### src/rtl/core/suffix_array_lcp_builder_core_assert.svh
// Assertion macros shared by the suffix array builder core.
// Depends on nothing; files that assert take it in by include.
`ifndef SUFFIX_ARRAY_LCP_BUILDER_CORE_ASSERT_SVH
`define SUFFIX_ARRAY_LCP_BUILDER_CORE_ASSERT_SVH

// The consequent must hold in the clock after the antecedent.
`define SALB_ASSERT_NEXT(label, clk, rst_n, ante, cons) \
  label: assert property (@(posedge clk) disable iff (!rst_n) (ante) |=> (cons)) \
    else $error("suffix array core assertion failed");

// The consequent must hold in the same clock as the antecedent.
`define SALB_ASSERT_NOW(label, clk, rst_n, ante, cons) \
  label: assert property (@(posedge clk) disable iff (!rst_n) (ante) |-> (cons)) \
    else $error("suffix array core assertion failed");

`endif

### src/rtl/core/salb_pkg.sv
// Shared constants, codes and controller/datapath types of the suffix array core.
// Depends on nothing.
`default_nettype none

package salb_pkg;

  localparam int MaxLen = 1024;
  localparam int AddrW  = $clog2(MaxLen);
  localparam int LenW   = AddrW + 1;
  localparam int SymW   = 5;
  localparam int CmdW   = 2;
  localparam int StatW  = 2;

  localparam logic [CmdW-1:0] CmdAppend = 2'd0;
  localparam logic [CmdW-1:0] CmdBuild  = 2'd1;
  localparam logic [CmdW-1:0] CmdRead   = 2'd2;

  localparam logic [StatW-1:0] StOk    = 2'd0;
  localparam logic [StatW-1:0] StTrunc = 2'd1;
  localparam logic [StatW-1:0] StBad   = 2'd2;

  typedef enum logic [5:0] {
    OpIdle, OpInitRd, OpInitWr, OpClr,
    OpCnt1, OpCnt2, OpCnt3, OpCnt4,
    OpPre1, OpPre2,
    OpPlc1, OpPlc2, OpPlc3, OpPlc4,
    OpSkInit, OpSkA, OpSkB1, OpSkB2,
    OpCls1, OpCls2, OpCls3, OpCls4,
    OpCp1, OpCp2, OpRound,
    OpIsa1, OpIsa2,
    OpLcp1, OpLcp2, OpLcp3, OpLcp4, OpLcp5, OpLcp6, OpLcpEnd,
    OpDone
  } op_e;

  typedef struct packed {
    op_e  op;
    logic busy;
  } ctl_t;

  typedef struct packed {
    logic last;    // loop index is at its final element
    logic zero;    // suffix has rank zero
    logic more;    // both LCP probes lie inside the string
    logic eq;      // LCP probe symbols match
    logic empty;   // no symbols stored
    logic sorted;  // every suffix has its own class
  } sts_t;

endpackage

`default_nettype wire

### src/rtl/core/salb_ctrl.sv
// Build sequencer of the suffix array core: walks the sort, doubling and LCP passes.
// Depends on salb_pkg; its commands drive salb_datapath.
`default_nettype none

module salb_ctrl (
  input  logic                      clk_i,
  input  logic                      rst_ni,
  input  logic                      start_i,
  input  logic [salb_pkg::CmdW-1:0] cmd_i,
  input  salb_pkg::sts_t            sts_i,
  output salb_pkg::ctl_t            ctl_o
);

  typedef enum logic [5:0] {
    StIdle, StInitRd, StInitWr, StClr,
    StCnt1, StCnt2, StCnt3, StCnt4,
    StPre1, StPre2,
    StPlc1, StPlc2, StPlc3, StPlc4,
    StSkInit, StSkA, StSkB1, StSkB2,
    StCls1, StCls2, StCls3, StCls4,
    StCp1, StCp2, StRound,
    StIsa1, StIsa2,
    StLcp1, StLcp2, StLcp3, StLcp4, StLcp5, StLcp6, StLcpEnd,
    StDone
  } state_e;

  state_e         state_q, state_d;
  logic           first_q, first_d;
  salb_pkg::ctl_t ctl_q, ctl_d;

  always_comb begin
    state_d = state_q;
    first_d = first_q;
    unique case (state_q)
      StIdle: begin
        if (start_i && !ctl_q.busy && cmd_i == salb_pkg::CmdBuild) begin
          state_d = sts_i.empty ? StDone : StInitRd;
          first_d = 1'b1;
        end
      end
      StInitRd: state_d = StInitWr;
      StInitWr: state_d = sts_i.last ? StClr : StInitRd;
      StClr:    state_d = sts_i.last ? StCnt1 : StClr;
      StCnt1:   state_d = StCnt2;
      StCnt2:   state_d = StCnt3;
      StCnt3:   state_d = StCnt4;
      StCnt4:   state_d = sts_i.last ? StPre1 : StCnt1;
      StPre1:   state_d = StPre2;
      StPre2:   state_d = sts_i.last ? StPlc1 : StPre1;
      StPlc1:   state_d = StPlc2;
      StPlc2:   state_d = StPlc3;
      StPlc3:   state_d = StPlc4;
      StPlc4: begin
        if (sts_i.last) begin
          // The first sort orders by symbol alone; later sorts feed the class pass.
          state_d = first_q ? StSkInit : StCls1;
          first_d = 1'b0;
        end else begin
          state_d = StPlc1;
        end
      end
      StSkInit: state_d = StSkA;
      StSkA:    state_d = sts_i.last ? StSkB1 : StSkA;
      StSkB1:   state_d = StSkB2;
      StSkB2:   state_d = sts_i.last ? StClr : StSkB1;
      StCls1:   state_d = StCls2;
      StCls2:   state_d = StCls3;
      StCls3:   state_d = StCls4;
      StCls4:   state_d = sts_i.last ? StCp1 : StCls1;
      StCp1:    state_d = StCp2;
      StCp2:    state_d = sts_i.last ? StRound : StCp1;
      StRound:  state_d = sts_i.sorted ? StIsa1 : StSkInit;
      StIsa1:   state_d = StIsa2;
      StIsa2:   state_d = sts_i.last ? StLcp1 : StIsa1;
      StLcp1:   state_d = StLcp2;
      StLcp2: begin
        if (sts_i.zero) begin
          state_d = sts_i.last ? StDone : StLcp1;
        end else begin
          state_d = StLcp3;
        end
      end
      StLcp3:   state_d = StLcp4;
      StLcp4:   state_d = sts_i.more ? StLcp5 : StLcpEnd;
      StLcp5:   state_d = StLcp6;
      StLcp6:   state_d = sts_i.eq ? StLcp4 : StLcpEnd;
      StLcpEnd: state_d = sts_i.last ? StDone : StLcp1;
      StDone:   state_d = StIdle;
      default:  state_d = StIdle;
    endcase
  end

  always_comb begin
    ctl_d.busy = (state_d != StIdle);
    unique case (state_d)
      StIdle:   ctl_d.op = salb_pkg::OpIdle;
      StInitRd: ctl_d.op = salb_pkg::OpInitRd;
      StInitWr: ctl_d.op = salb_pkg::OpInitWr;
      StClr:    ctl_d.op = salb_pkg::OpClr;
      StCnt1:   ctl_d.op = salb_pkg::OpCnt1;
      StCnt2:   ctl_d.op = salb_pkg::OpCnt2;
      StCnt3:   ctl_d.op = salb_pkg::OpCnt3;
      StCnt4:   ctl_d.op = salb_pkg::OpCnt4;
      StPre1:   ctl_d.op = salb_pkg::OpPre1;
      StPre2:   ctl_d.op = salb_pkg::OpPre2;
      StPlc1:   ctl_d.op = salb_pkg::OpPlc1;
      StPlc2:   ctl_d.op = salb_pkg::OpPlc2;
      StPlc3:   ctl_d.op = salb_pkg::OpPlc3;
      StPlc4:   ctl_d.op = salb_pkg::OpPlc4;
      StSkInit: ctl_d.op = salb_pkg::OpSkInit;
      StSkA:    ctl_d.op = salb_pkg::OpSkA;
      StSkB1:   ctl_d.op = salb_pkg::OpSkB1;
      StSkB2:   ctl_d.op = salb_pkg::OpSkB2;
      StCls1:   ctl_d.op = salb_pkg::OpCls1;
      StCls2:   ctl_d.op = salb_pkg::OpCls2;
      StCls3:   ctl_d.op = salb_pkg::OpCls3;
      StCls4:   ctl_d.op = salb_pkg::OpCls4;
      StCp1:    ctl_d.op = salb_pkg::OpCp1;
      StCp2:    ctl_d.op = salb_pkg::OpCp2;
      StRound:  ctl_d.op = salb_pkg::OpRound;
      StIsa1:   ctl_d.op = salb_pkg::OpIsa1;
      StIsa2:   ctl_d.op = salb_pkg::OpIsa2;
      StLcp1:   ctl_d.op = salb_pkg::OpLcp1;
      StLcp2:   ctl_d.op = salb_pkg::OpLcp2;
      StLcp3:   ctl_d.op = salb_pkg::OpLcp3;
      StLcp4:   ctl_d.op = salb_pkg::OpLcp4;
      StLcp5:   ctl_d.op = salb_pkg::OpLcp5;
      StLcp6:   ctl_d.op = salb_pkg::OpLcp6;
      StLcpEnd: ctl_d.op = salb_pkg::OpLcpEnd;
      StDone:   ctl_d.op = salb_pkg::OpDone;
      default:  ctl_d.op = salb_pkg::OpIdle;
    endcase
  end

  always_ff @(posedge clk_i or negedge rst_ni) begin
    if (!rst_ni) begin
      state_q    <= StIdle;
      first_q    <= 1'b0;
      ctl_q.op   <= salb_pkg::OpIdle;
      ctl_q.busy <= 1'b0;
    end else begin
      state_q <= state_d;
      first_q <= first_d;
      ctl_q   <= ctl_d;
    end
  end

  assign ctl_o = ctl_q;

endmodule

`default_nettype wire

### config.mk
export PLATFORM = sky130hd
export DESIGN_NAME = salb_ctrl
export DESIGN_NICKNAME = d
export VERILOG_FILES = /design/src/rtl/core/suffix_array_lcp_builder_core_assert.svh /design/src/rtl/core/salb_pkg.sv /design/src/rtl/core/salb_ctrl.sv
export SDC_FILE = /design/constraint.sdc
export NUM_CORES = 1
export LEC_CHECK = 0
export ABC_AREA = 1
export ABC_CLOCK_PERIOD_IN_PS = 3000
export BUFFER_PORTS_ARGS = -buffer_cell sky130_fd_sc_hd__buf_2
export CAP_MARGIN = 30
export CORE_UTILIZATION = 60
export DETAILED_ROUTE_END_ITERATION = 16
export GPL_ROUTABILITY_DRIVEN = 0
export PLACE_DENSITY = 0.83
export SYNTH_ARGS = -nofsm -noshare
export SYNTH_HDL_FRONTEND = slang
export SYNTH_SLANG_ARGS = --single-unit
export TNS_END_PERCENT = 100
### constraint.sdc
create_clock -name clk_i -period 3 [get_ports clk_i]
set_clock_uncertainty 0.15 [all_clocks]
set_input_delay 0.3 -clock clk_i [delete_from_list [all_inputs] [get_ports clk_i]]
set_output_delay 0.3 -clock clk_i [all_outputs]
set_load 0.01 [all_outputs]
==> flow_summary.yaml <==
synth:
  synthesis.nets: 240
  ys_seq_area_share_pct: 26.5
  ys_ff_latch: 14
  synth_area_um2: 1320
  synth-edff-count: 0
  ys_warn_count: 0
  synth_commonest_cells: "nand2_1, nor2_1, nand3_1"
  synth_area_leaders: "dfrtp_1, nand2_1, nand3_1, nor2_1, inv_1"
  post-synth-top-area-cell: "dfrtp_1"
  synthArstFlopShare_pct: 100
  synth.avg_cell_area_um2: 5.76
  ys_types: 19
  ys.flop_type: "dfrtp_1"
  synth_top_area_share_pct: 26.5
  syn-instance-count: 229
  yosysMostFrequentCell: "nand2_1"
detailed_routing:
  ant_nets: 0
  finalWirelength_mm: 3.69
  vias: 1575
  vias_per_cell: 5.79
  wl_per_cell_um: 13.6
  drtIter0Drc: 112
  drt-pass1-iter-count: 5
  post-route-drc-count: 0
final_layout:
  nNetsFinal: 257
  stdcell_count: 272
  layout-drive-gt1-share_pct: 13.9
  fillerInstances: 195
  antennaDiodeCount: 0
  area_growth_pct: 8.15
  seqCellArea_um2: 350
  multi_input_area_um2: 793
sta:
  min_period_ns: 2.22
  tightest_slew_ns: 0.818
  final-hold-violation-count: 0
  slew_headroom_pct: 45.4
  rsz0062_at_grt: "no"
  period_share_pct: 74.0
  setup_viol: 0
  drv_slew: 0
  setup_tns_ns: 0
  fmax_mhz: 450
  setup_ws_ns: 0.779
placed_design:
  hpwlAfterDp_mm: 2.83
  place_inst: 267
  port_buffers: 17
  pre_cts_slack_ns: 0.861
global_route:
  grt_remaining_overflow: 0
  grt_pass1_wl_mm: 6.15
  grt_pass1_vias: 1404
  antenna_found_initial: 0
  track_usage_pct: 33.7
  grt_start_max_net_pins: 22
worst_setup_path:
  path_common_cell: "nor2_1"
  worstPathRequired_ns: 3.08
  cp_slowest_cell: "nor2_1"
  arrival_ns: 2.30
  cp-end-kind: "flop"
  max_stage_delay_ns: 0.64
  r2r_end: "ctl_o[0]$_DFF_PN0_"
  r2r_cells: 9
  cp_max_fo: 11
  r2r-start: "state_q[0]$_DFF_PN0_"
  crit_chain: "nor2_1, nand2_1, nor2_1, nand2_1, a21oi_1, nor2_1, nand3_1, nor2_1, nand2_1"
  worstSetupPathType: "flop to flop"
  start_kind: "flop"
  r2r_slack_ns: 0.78
floorplan:
  start_util_pct: 65.3
  dieArea_um2: 2390
  top_level_ports: 18
  die_x_um: 48.9
  row_count: 16
  die_y_um: 48.9
  core_um2: 2020
hold_path:
  holdPathStages: 6
  min_from: "cmd_i[1]"
  worst_hold_path_type: "input pin to flop"
  min_to: "first_q$_DFFE_PN0P_"
clocking:
  clock_sinks: 14
  clk-insertion-delay-late_ns: 0.29
  htreeDepth: 1
  cts_tree: "done"
  clockBufferDepth: 2
  cts_root_buf: "clkbuf_4"
  clk_pin_slew_ns: 0.09
  cts_buffers: 3
run:
  drv_cap: 0
pwr:
  peakVddDrop_mv: 0.569
  power_per_cell_area_nw_per_um2: 823
  p_leak_nw: 0.943
status:
  status: "finished clean"
through the flow:
stage	hold slack, ns	area, µm²	power [mW]	util (%)
floorplan	-0.146	1320	0.876	-
global placement	0.0481	1380	0.997	68.3
detailed placement	0.0597	1380	1.02	68.3
CTS	0.267	1430	1.16	70.6
global route	0.297	1430	1.27	70.6
finish	0.266	1430	1.17	70.6
worst max path at each step:
stage / start / to / slack, ns / cells past startpoint
floorplan: state_q[4]$_DFF_PN0_ / ctl_o[0]$_DFF_PN0_ / 1.43 / 11
global placement: state_q[0]$_DFF_PN0_ / ctl_o[0]$_DFF_PN0_ / 0.96 / 9
detailed placement: state_q[4]$_DFF_PN0_ / ctl_o[0]$_DFF_PN0_ / 0.86 / 9
global route: state_q[0]$_DFF_PN0_ / ctl_o[0]$_DFF_PN0_ / 0.52 / 9
CTS: state_q[4]$_DFF_PN0_ / ctl_o[0]$_DFF_PN0_ / 0.84 / 9
finish: state_q[0]$_DFF_PN0_ / ctl_o[0]$_DFF_PN0_ / 0.78 / 9
layer usage:
| layer | global-route usage [%] | routed length [µm] | part of all wire (%) | up-vias |
|---|---|---|---|---|
| met2 | 56.9 | 1720 | 47 | 98 |
| met4 | 12.3 | 136 | 3.7 | 0 |
| met5 | 0 | 0 | 0 | - |
| met3 | 6.23 | 446 | 12 | 18 |
| met1 | 42.7 | 1390 | 38 | 702 |
| li1 | - | - | - | 757 |
layout by cell type, fill, tap and decap left out, drive strengths merged:
cell and instances:
nand2 69, nor2 50, nand3 45, inv 31, buf 17, dfrtp 14, nand4 6, a21oi 4
clkbuf 4, o21ai 2, nor3 1, a31oi 1, dlygate4sd3 1
worst max-delay path, delay by kind of cell, from the launching register on:
| family | cells | cell delay [ns] |
|---|---|---|
| AND/OR/NAND/NOR | 8 | 1.37 |
| AO/OA/AOI/OAI | 1 | 0.21 |
| flip-flops | 1 | 0.43 |
power breakdown:
part	internal, mW	switching (mW)
registers	0.265	0.0504
logic	0.209	0.513
clock network	0.0739	0.0631
cell type report:
class                   count  share of cell area [%]
clock buffers               4                    2.54
repair buffers             18                    6.66
inverters                  31                    8.33
well taps                  27                    2.37
flip-flops and latches     14                    24.5
multi-input cells         178                    55.6
sequential cells by signal, indices dropped and copies added (netlist names):
name     cells
first_q      1
state_q      6
ctl_o        7
logic make-up (layout without fill, tap and decap cells):
kind of cell           Yosys count  count (layout)  share of synthesized area (%)
AOI/OAI and AO/OA                7               7                           2.75
DFF                             14              14                           26.5
buffers and inverters           37              53                           13.4
and+or+nand+nor                171             171                           57.3
repair_timing:
action | CTS | global route
endpoints found under the setup margin | 0 | 0
setup buffers | 0 | 0
gates resized for setup | 0 | 0
hold endpoints to repair | 14 | 0
hold buffers | 1 | 0
No activity file was read; power rests on OpenSTA's default activity.
